## src/design/tick_clock_and_led_timers_defines.svh

```systemverilog
// Assertion macros used by the top-level design file.
`ifndef TICK_CLOCK_AND_LED_TIMERS_DEFINES_SVH
`define TICK_CLOCK_AND_LED_TIMERS_DEFINES_SVH

`ifndef SYNTHESIS
`define TCL_ASSERT(lbl, cond) \
  lbl: assert property (@(posedge clk_i) disable iff (!rst_ni) (cond)) \
    else $error("check failed: lbl");
`define TCL_ASSERT_IMP(lbl, ante, cons) \
  lbl: assert property (@(posedge clk_i) disable iff (!rst_ni) (ante) |-> (cons)) \
    else $error("check failed: lbl");
`define TCL_ASSERT_NEXT(lbl, ante, cons) \
  lbl: assert property (@(posedge clk_i) disable iff (!rst_ni) (ante) |=> (cons)) \
    else $error("check failed: lbl");
`else
`define TCL_ASSERT(lbl, cond)
`define TCL_ASSERT_IMP(lbl, ante, cons)
`define TCL_ASSERT_NEXT(lbl, ante, cons)
`endif

`endif

```

## src/design/tcl_pkg.sv

```systemverilog
package tcl_pkg;

  localparam int unsigned TimeW   = 16;
  localparam int unsigned MillisW = 10;
  localparam int unsigned SecsW   = 6;
  localparam int unsigned MinsW   = 6;
  localparam int unsigned HoursW  = 5;
  localparam int unsigned CfgIdxW = 2;

  localparam logic [TimeW-1:0]   StepMs        = 16'd10;
  localparam logic [TimeW-1:0]   PeriodReset   = 16'd1000;
  localparam logic [TimeW-1:0]   OnTimeReset   = 16'd500;
  localparam logic [MillisW:0]   MsPerSec      = 11'd1000;
  localparam logic [MillisW:0]   MsStep        = 11'd10;
  localparam logic [SecsW-1:0]   SecsPerMin    = 6'd60;
  localparam logic [MinsW-1:0]   MinsPerHour   = 6'd60;
  localparam logic [HoursW-1:0]  HoursPerDay   = 5'd24;

  typedef enum logic [CfgIdxW-1:0] {
    CfgBlinkPeriod = 2'd0,
    CfgBlinkOnTime = 2'd1
  } tcl_cfg_idx_e;

  typedef struct packed {
    logic             tick;
    logic             service_request;
    logic [TimeW-1:0] link_led_load;
    logic [TimeW-1:0] store_led_load;
  } tcl_in_t;

  typedef struct packed {
    logic               blink_led;
    logic               link_led;
    logic               store_led;
    logic               watchdog_kick;
    logic [TimeW-1:0]   elapsed_ms;
    logic [MillisW-1:0] millis;
    logic [SecsW-1:0]   secs;
    logic [MinsW-1:0]   mins;
    logic [HoursW-1:0]  hours;
  } tcl_out_t;

  typedef struct packed {
    logic en;
    logic tick;
  } tcl_step_t;

endpackage

```

## src/design/tcl_blink.sv

```systemverilog
module tcl_blink import tcl_pkg::*; (
  input  logic             clk_i,
  input  logic             rst_ni,
  input  tcl_step_t        step_i,
  input  logic [TimeW-1:0] period_i,
  input  logic [TimeW-1:0] on_time_i,
  output logic             led_o
);

  logic [TimeW-1:0] phase_q, phase_d;
  logic             led_q, led_d;
  logic [TimeW:0]   sum;

  always_comb begin
    sum     = {1'b0, phase_q} + {1'b0, StepMs};
    phase_d = phase_q;
    led_d   = led_q;
    if (step_i.tick) begin
      phase_d = (sum >= {1'b0, period_i}) ? '0 : sum[TimeW-1:0];
      led_d   = (phase_d < on_time_i);
    end
  end

  assign led_o = led_d;

  always_ff @(posedge clk_i or negedge rst_ni) begin
    if (!rst_ni) begin
      phase_q <= '0;
      led_q   <= 1'b0;
    end else if (step_i.en) begin
      phase_q <= phase_d;
      led_q   <= led_d;
    end
  end

endmodule

```

## src/design/tcl_countdown.sv

```systemverilog
module tcl_countdown import tcl_pkg::*; (
  input  logic             clk_i,
  input  logic             rst_ni,
  input  tcl_step_t        step_i,
  input  logic [TimeW-1:0] load_i,
  output logic             led_o
);

  logic [TimeW-1:0] remaining_q, remaining_d;
  logic [TimeW-1:0] loaded;
  logic             led_q, led_d;

  always_comb begin
    loaded      = (load_i != '0) ? load_i : remaining_q;
    remaining_d = loaded;
    led_d       = led_q;
    if (step_i.tick) begin
      led_d       = (loaded != '0);
      remaining_d = (loaded >= StepMs) ? (loaded - StepMs) : '0;
    end
  end

  assign led_o = led_d;

  always_ff @(posedge clk_i or negedge rst_ni) begin
    if (!rst_ni) begin
      remaining_q <= '0;
      led_q       <= 1'b0;
    end else if (step_i.en) begin
      remaining_q <= remaining_d;
      led_q       <= led_d;
    end
  end

endmodule

```

## src/design/tcl_clock.sv

```systemverilog
module tcl_clock import tcl_pkg::*; (
  input  logic               clk_i,
  input  logic               rst_ni,
  input  tcl_step_t          step_i,
  output logic [TimeW-1:0]   elapsed_o,
  output logic [MillisW-1:0] millis_o,
  output logic [SecsW-1:0]   secs_o,
  output logic [MinsW-1:0]   mins_o,
  output logic [HoursW-1:0]  hours_o
);

  logic [TimeW-1:0]   elapsed_q, elapsed_d;
  logic [MillisW-1:0] ms_q, ms_d;
  logic [SecsW-1:0]   sec_q, sec_d;
  logic [MinsW-1:0]   min_q, min_d;
  logic [HoursW-1:0]  hour_q, hour_d;
  logic [MillisW:0]   ms_sum;
  logic [SecsW-1:0]   sec_inc;
  logic [MinsW-1:0]   min_inc;
  logic [HoursW-1:0]  hour_inc;

  always_comb begin
    ms_sum    = {1'b0, ms_q} + MsStep;
    sec_inc   = sec_q + 6'd1;
    min_inc   = min_q + 6'd1;
    hour_inc  = hour_q + 5'd1;
    elapsed_d = elapsed_q;
    ms_d      = ms_q;
    sec_d     = sec_q;
    min_d     = min_q;
    hour_d    = hour_q;
    if (step_i.tick) begin
      elapsed_d = elapsed_q + StepMs;
      ms_d      = ms_sum[MillisW-1:0];
      if (ms_sum >= MsPerSec) begin
        ms_d  = '0;
        sec_d = sec_inc;
        if (sec_inc >= SecsPerMin) begin
          sec_d = '0;
          min_d = min_inc;
          if (min_inc >= MinsPerHour) begin
            min_d  = '0;
            hour_d = (hour_inc >= HoursPerDay) ? '0 : hour_inc;
          end
        end
      end
    end
  end

  assign elapsed_o = elapsed_d;
  assign millis_o  = ms_d;
  assign secs_o    = sec_d;
  assign mins_o    = min_d;
  assign hours_o   = hour_d;

  always_ff @(posedge clk_i or negedge rst_ni) begin
    if (!rst_ni) begin
      elapsed_q <= '0;
      ms_q      <= '0;
      sec_q     <= '0;
      min_q     <= '0;
      hour_q    <= '0;
    end else if (step_i.en) begin
      elapsed_q <= elapsed_d;
      ms_q      <= ms_d;
      sec_q     <= sec_d;
      min_q     <= min_d;
      hour_q    <= hour_d;
    end
  end

endmodule

```

## src/design/tick_clock_and_led_timers.sv

```systemverilog
// A request is held in the input register; its result enters the result register once the
// output is free. Throughput: one request per cycle while results are taken; the input and
// result registers let the block take a new request while a finished result still waits to be taken.
// Reset clears all timers, LEDs, the clock and the pending kick, sets the blink period
// to 1000 and the on-time to 500, and leaves both channels empty.
`include "tick_clock_and_led_timers_defines.svh"

module tick_clock_and_led_timers import tcl_pkg::*; (
  input  logic               clk_i,
  input  logic               rst_ni,
  input  logic               in_valid_i,
  output logic               in_ready_o,
  input  tcl_in_t            in_i,
  output logic               out_valid_o,
  input  logic               out_ready_i,
  output tcl_out_t           out_o,
  input  logic               cfg_valid_i,
  output logic               cfg_ready_o,
  input  logic [CfgIdxW-1:0] cfg_index_i,
  input  logic [TimeW-1:0]   cfg_data_i
);

  logic             in_valid_q, in_valid_d;
  tcl_in_t          in_q;
  logic             out_valid_q, out_valid_d;
  tcl_out_t         out_q, out_d;
  logic [TimeW-1:0] period_q, period_d;
  logic [TimeW-1:0] on_time_q, on_time_d;
  logic             kick_q, kick_d;
  logic             kick_pend;
  logic             adv;
  logic             in_acc;
  tcl_step_t        step;

  assign adv         = in_valid_q && (!out_valid_q || out_ready_i);
  assign in_ready_o  = !in_valid_q || adv;
  assign in_acc      = in_valid_i && in_ready_o;
  assign cfg_ready_o = 1'b1;
  assign out_valid_o = out_valid_q;
  assign out_o       = out_q;

  assign step.en   = adv;
  assign step.tick = in_q.tick;

  always_comb begin
    period_d  = period_q;
    on_time_d = on_time_q;
    if (cfg_valid_i) begin
      case (tcl_cfg_idx_e'(cfg_index_i))
        CfgBlinkPeriod: period_d  = cfg_data_i;
        CfgBlinkOnTime: on_time_d = cfg_data_i;
        default: ;
      endcase
    end
  end

  always_comb begin
    in_valid_d = in_valid_q;
    if (in_acc) begin
      in_valid_d = 1'b1;
    end else if (adv) begin
      in_valid_d = 1'b0;
    end
    out_valid_d = out_valid_q;
    if (adv) begin
      out_valid_d = 1'b1;
    end else if (out_ready_i) begin
      out_valid_d = 1'b0;
    end
  end

  assign kick_pend              = kick_q || in_q.service_request;
  assign kick_d                 = in_q.tick ? 1'b0 : kick_pend;
  assign out_d.watchdog_kick    = in_q.tick && kick_pend;

  tcl_blink u_blink (
    .clk_i     (clk_i),
    .rst_ni    (rst_ni),
    .step_i    (step),
    .period_i  (period_q),
    .on_time_i (on_time_q),
    .led_o     (out_d.blink_led)
  );

  tcl_countdown u_link (
    .clk_i  (clk_i),
    .rst_ni (rst_ni),
    .step_i (step),
    .load_i (in_q.link_led_load),
    .led_o  (out_d.link_led)
  );

  tcl_countdown u_store (
    .clk_i  (clk_i),
    .rst_ni (rst_ni),
    .step_i (step),
    .load_i (in_q.store_led_load),
    .led_o  (out_d.store_led)
  );

  tcl_clock u_clock (
    .clk_i     (clk_i),
    .rst_ni    (rst_ni),
    .step_i    (step),
    .elapsed_o (out_d.elapsed_ms),
    .millis_o  (out_d.millis),
    .secs_o    (out_d.secs),
    .mins_o    (out_d.mins),
    .hours_o   (out_d.hours)
  );

  always_ff @(posedge clk_i or negedge rst_ni) begin
    if (!rst_ni) begin
      in_valid_q  <= 1'b0;
      out_valid_q <= 1'b0;
      kick_q      <= 1'b0;
      period_q    <= PeriodReset;
      on_time_q   <= OnTimeReset;
    end else begin
      in_valid_q  <= in_valid_d;
      out_valid_q <= out_valid_d;
      period_q    <= period_d;
      on_time_q   <= on_time_d;
      if (adv) begin
        kick_q <= kick_d;
      end
    end
  end

  always_ff @(posedge clk_i) begin
    if (in_acc) begin
      in_q <= in_i;
    end
    if (adv) begin
      out_q <= out_d;
    end
  end

  `TCL_ASSERT_NEXT(a_no_kick_without_tick, adv && !in_q.tick, !out_q.watchdog_kick)
  `TCL_ASSERT_NEXT(a_kick_cleared_on_tick, adv && in_q.tick, !kick_q)
  `TCL_ASSERT_IMP(a_clock_in_range, out_valid_q,
                  out_q.millis <= 10'd990 && out_q.secs < SecsPerMin &&
                  out_q.mins < MinsPerHour && out_q.hours < HoursPerDay)

endmodule
```

## config.mk

```make
export PLATFORM = sky130hd
export DESIGN_NAME = tick_clock_and_led_timers
export DESIGN_NICKNAME = d
export VERILOG_FILES = /design/src/design/tcl_pkg.sv /design/src/design/tcl_blink.sv /design/src/design/tcl_countdown.sv /design/src/design/tcl_clock.sv /design/src/design/tick_clock_and_led_timers.sv
export VERILOG_INCLUDE_DIRS = /design/src /design/src/design
export SDC_FILE = /design/constraint.sdc
export NUM_CORES = 1
export LEC_CHECK = 0
export BUFFER_PORTS_ARGS = -buffer_cell sky130_fd_sc_hd__buf_4
export CORE_MARGIN = 2
export CORE_UTILIZATION = 60
export CTS_BUF_LIST = sky130_fd_sc_hd__clkbuf_4 sky130_fd_sc_hd__clkbuf_8
export CTS_CLUSTER_DIAMETER = 60
export CTS_CLUSTER_SIZE = 40
export DETAILED_ROUTE_END_ITERATION = 6
export PLACE_DENSITY = 0.8
export REMOVE_ABC_BUFFERS = 1
export SETUP_SLACK_MARGIN = 0.02
export SLEW_MARGIN = 10
export SYNTH_ARGS = -nofsm -noshare
export SYNTH_HDL_FRONTEND = slang
export SYNTH_HIERARCHICAL = 1
export SYNTH_SLANG_ARGS = --single-unit
```

## constraint.sdc

```tcl
create_clock -name clk_i -period 5.6 [get_ports clk_i]
set_clock_uncertainty 0.1 [all_clocks]
set_input_delay 0 -clock clk_i [delete_from_list [all_inputs] [get_ports clk_i]]
set_output_delay 0 -clock clk_i [all_outputs]
set_load 0.1 [all_outputs]
```

==> flow_summary_export.csv <==
group,metric,value,unit
sta,final_max_slew_violation_count,0,
synthesis,synthCells,1163,
synthesis,synthMostInstantiatedCell,"sky130_fd_sc_hd__dfrtp_1",
synthesis,synth_edf_count,81,
route,wire_per_inst,17.5,um
power_and_ir_drop,vdd.ir_drop.worst,0.000240,V
synthesis,yosys.cell_types.count,93,
job,max_cap_violation_count,0,
finish,drive_above_1_share,19.0,%
synthesis,ys_ff_latch,209,
finish,register_area,5650,um^2
critical_path,critPathMostFrequentCell,"sky130_fd_sc_hd__ha_1",
power_and_ir_drop,power.total,4.32,mW
route,drt_iter0_drc,758,
power_and_ir_drop,power.static_leakage,5.69,nW
clock_tree,cts_tree,"built",
critical_path,worst_r2r_path_depth,20,
place,place_ws,697,ps
floorplan,floorplan.initialDensity,61.2,%
sta,rsz0062_at_grt,"false",
critical_path,criticalPathCategory,"reg2reg",
sta,fin_worst_hold_slack,59.6,ps
min_path,class_of_the_tightest_hold_or_removal_check,"in2async",
power_and_ir_drop,power.density_cell_area,314,nW/um^2
clock_tree,clk_transition_reported_paths,110,ps
synthesis,sequential_area_share_after_synthesis,47.3,%
critical_path,critPathCaptureType,"flop",
synthesis,yosys_warnings,6,
critical_path,worstPathBufferInverterCount,2,
critical_path,critical_path_s_top_delay_family,"compound AO/OA/AOI/OAI gates",
global_route,antenna_found_initial,0,
floorplan,die_x,145,um
critical_path,crit_path_start_kind,"flop",
floorplan,design.core.area,19500,um^2
critical_path,ordered_list_of_cells_on_the_worst_path,"ha_1, o2111ai_1, inv_1, and2_2, nand2_1, xor2_1, inv_1, ha_1, nand3_1, nor3_1, a221oi_2, nand4_4, nor2_1, ha_1, a211oi_1, nor2_1, o21ai_0, and3_1, o21ai_0, a31oi_1",
place,total_of_buffers_placed_on_input_and_output_ports,105,
sta,slew-limit-headroom,30.3,%
power_and_ir_drop,p_switching,1.61,mW
clock_tree,tritoncts.num_buffers,17,
power_and_ir_drop,p_clk_share,20.9,%
place,dpl_cells,1481,
route,postRouteAntennaNets,0,
place,gp_congestion,0.904,
critical_path,critPathMaxStageDelay,460,ps
route,route.final.wire_length,27400,um
synthesis,yosys.area.top_type,"sky130_fd_sc_hd__dfrtp_1",
sta,setup_viol,0,
route,detailedRoute.firstPassIterationCount,5,
synthesis,post_synth_most_frequent_cells,"sky130_fd_sc_hd__dfrtp_1 (116), sky130_fd_sc_hd__nor2_1 (92), sky130_fd_sc_hd__edfxtp_1 (81), sky130_fd_sc_hd__o21ai_0 (81), sky130_fd_sc_hd__nand2_1 (77)",
power_and_ir_drop,internal_power,2.71,mW
run_status,run_status,"finished clean",
global_route,grt_pass1_wl,45500,um
critical_path,critical_path_cell_count,20,
critical_path,critical_path.slowest_cell,"sky130_fd_sc_hd__dfrtp_1",
floorplan,floorplan.die_area,21100,um^2
sta,timing.setup.tns,0,ps
route,detailroute.via_count,9505,
clock_tree,cts_root_buffer,"sky130_fd_sc_hd__clkbuf_8",
finish,layout.cells.non_filler,1567,
synthesis,syn_avg_cell_area,10.3,um^2
route,drc_errors,0,
sta,layout_worst_path_cycle_share,89.1,%
sta,timing_worst_slew_pin_value,1040,ps
finish,finish.net_count,1387,
finish,fill_cell_total_of_the_finished_layout,1492,
sta,fmaxAchievable,0.200,GHz
finish,antenna_cells,0,
finish,syn2layout_area_growth,15.0,%
clock_tree,tritoncts_num_sinks,209,
synthesis,synth_area_leaders,"sky130_fd_sc_hd__dfrtp_1 (24%), sky130_fd_sc_hd__edfxtp_1 (20%), sky130_fd_sc_hd__ha_1 (4.1%)",
power_and_ir_drop,power.share.sequential,48.6,%
clock_tree,worst_skew_pair.late_latency,530,ps
global_route,grt_max_degree,73,
critical_path,cp_max_fo,34,
power_and_ir_drop,power.combinational.fraction,30.6,%
finish,area_used_by_multi_input_combinational_logic,5750,um^2
route,viasPerCell,6.07,
finish,postLayoutCoreUtil,70.4,%
global_route,first_global_vias,9244,
place,place.detailed.hpwl,18400,um
sta,fin_ws,612,ps
power_and_ir_drop,sw_frac_of_total,37.3,%
place,placed_inst_area,12800,um^2
sta,final_hold_viol_count,0,
floorplan,io_pins,107,
global_route,globalRoute.totalOverflow,0,
synthesis,synth_area,11900,um^2
clock_tree,cts_setup_buffers,0,
floorplan,rows,51,
clock_tree,htree_levels,1,
global_route,grt_use_total,25.7,%
sta,final_min_period,4990,ps
critical_path,cp.arrival,5250,ps
critical_path,worst_ep_required_time,5860,ps
clock_tree,max-clock-path-buffers,3,
synthesis,dominantRegCellSynth,"sky130_fd_sc_hd__dfrtp_1",
floorplan,chipHeight,145,um
finish,post-route-cell-area,13700,um^2
synthesis,asyncSetResetFlopFracSynth,61.2,%
synthesis,area_share_of_the_leading_cell_type_in_the_synthesized_netlist,24.3,%
==> final cells by class <==
class | count | area share, %
repair buffers | 167 | 10.1
flip-flops and latches | 209 | 41.1
well taps | 265 | 2.41
clock inverters | 8 | 0.637
clock buffers | 22 | 1.98
inverters | 70 | 1.91
multi-input cells | 826 | 41.8
==> worst reg2reg max path: cells and delay by family (launching register included) <==
kind	cells	cell delay, ps
XOR/XNOR	1	300
AND/OR/NAND/NOR	8	1450
buffers and inverters	2	200
AO/OA/AOI/OAI	6	1460
flip-flops	1	460
adder cells (fa/ha/maj)	3	880
==> state kept, by name, indices dropped and copies added, names as in the netlist, 10 cells and up <==
signal	count
u_store/remaining_q	16
u_link/remaining_q	16
period_q	16
on_time_q	16
u_clock/ms_q	10
out_o	47
u_clock/elapsed_q	15
in_q	34
u_blink/phase_q	16
==> cells in the final DEF (no fill, tap or decap), types with 38 or more instances in the layout <==
cell,n
sky130_fd_sc_hd__dfrtp_1,116
sky130_fd_sc_hd__buf_4,111
sky130_fd_sc_hd__nor2_1,92
sky130_fd_sc_hd__edfxtp_1,81
sky130_fd_sc_hd__o21ai_0,81
sky130_fd_sc_hd__nand2_1,77
sky130_fd_sc_hd__inv_1,70
sky130_fd_sc_hd__dlygate4sd3_1,56
sky130_fd_sc_hd__a21oi_1,45
sky130_fd_sc_hd__ha_1,39
sky130_fd_sc_hd__mux2_2,38
==> cell families (layout without fill, tap and decap cells) <==
group                      count (synthesis)  after routing  synth area share [%]
AOI/OAI and AO/OA                        314            314                  18.2
xor gates and xnor gates                  50             50                  3.82
other                                      2              2                0.0629
adders and majority gates                 39             39                  4.08
muxes                                     47             47                  4.44
and+or+nand+nor                          374            374                  17.5
buffers and inverters                    128            267                  4.64
DFF                                      209            209                  47.3
==> power groups by stage <==
stage	Combinational, mW	Clock [mW]	Sequential (mW)
final	1.32	0.902	2.10
after global placement	1.24	0	2.11
after CTS	1.32	0.923	2.09
after floorplan	0.665	0	2.38
after detailed placement	1.29	0	2.12
after global routing	1.45	0.974	2.13
==> routing by layer <==
layer | GRT usage, % | routed length (um) | share of wire (%)
met5 | 0 | 0 | 0
met4 | 6.18 | 515 | 1.9
met3 | 4.37 | 1650 | 6.0
met2 | 43.9 | 13400 | 49
met1 | 34.6 | 11800 | 43
==> final timing paths <==
kind                                          from                      to  slack (ps)
min in group clk_i                        in_i[15]                in_q[15]          70
max in group asynchronous                   rst_ni   u_link/remaining_q[5]        4040
worst max-delay path            u_blink/phase_q[1]               out_o[46]         610
worst min register to register     u_clock/ms_q[0]         u_clock/ms_q[0]         400
worst min-delay path                        rst_ni  u_link/remaining_q[13]          60
worst max register to register  u_blink/phase_q[1]               out_o[46]         610
==> what timing repair did <==
action | 4_1_cts | 5_1_grt
endpoints found under the hold margin | 133 | 0
hold buffers | 56 | 0
resized for setup | 0 | 0
No activity file was read; power rests on OpenSTA's default activity.
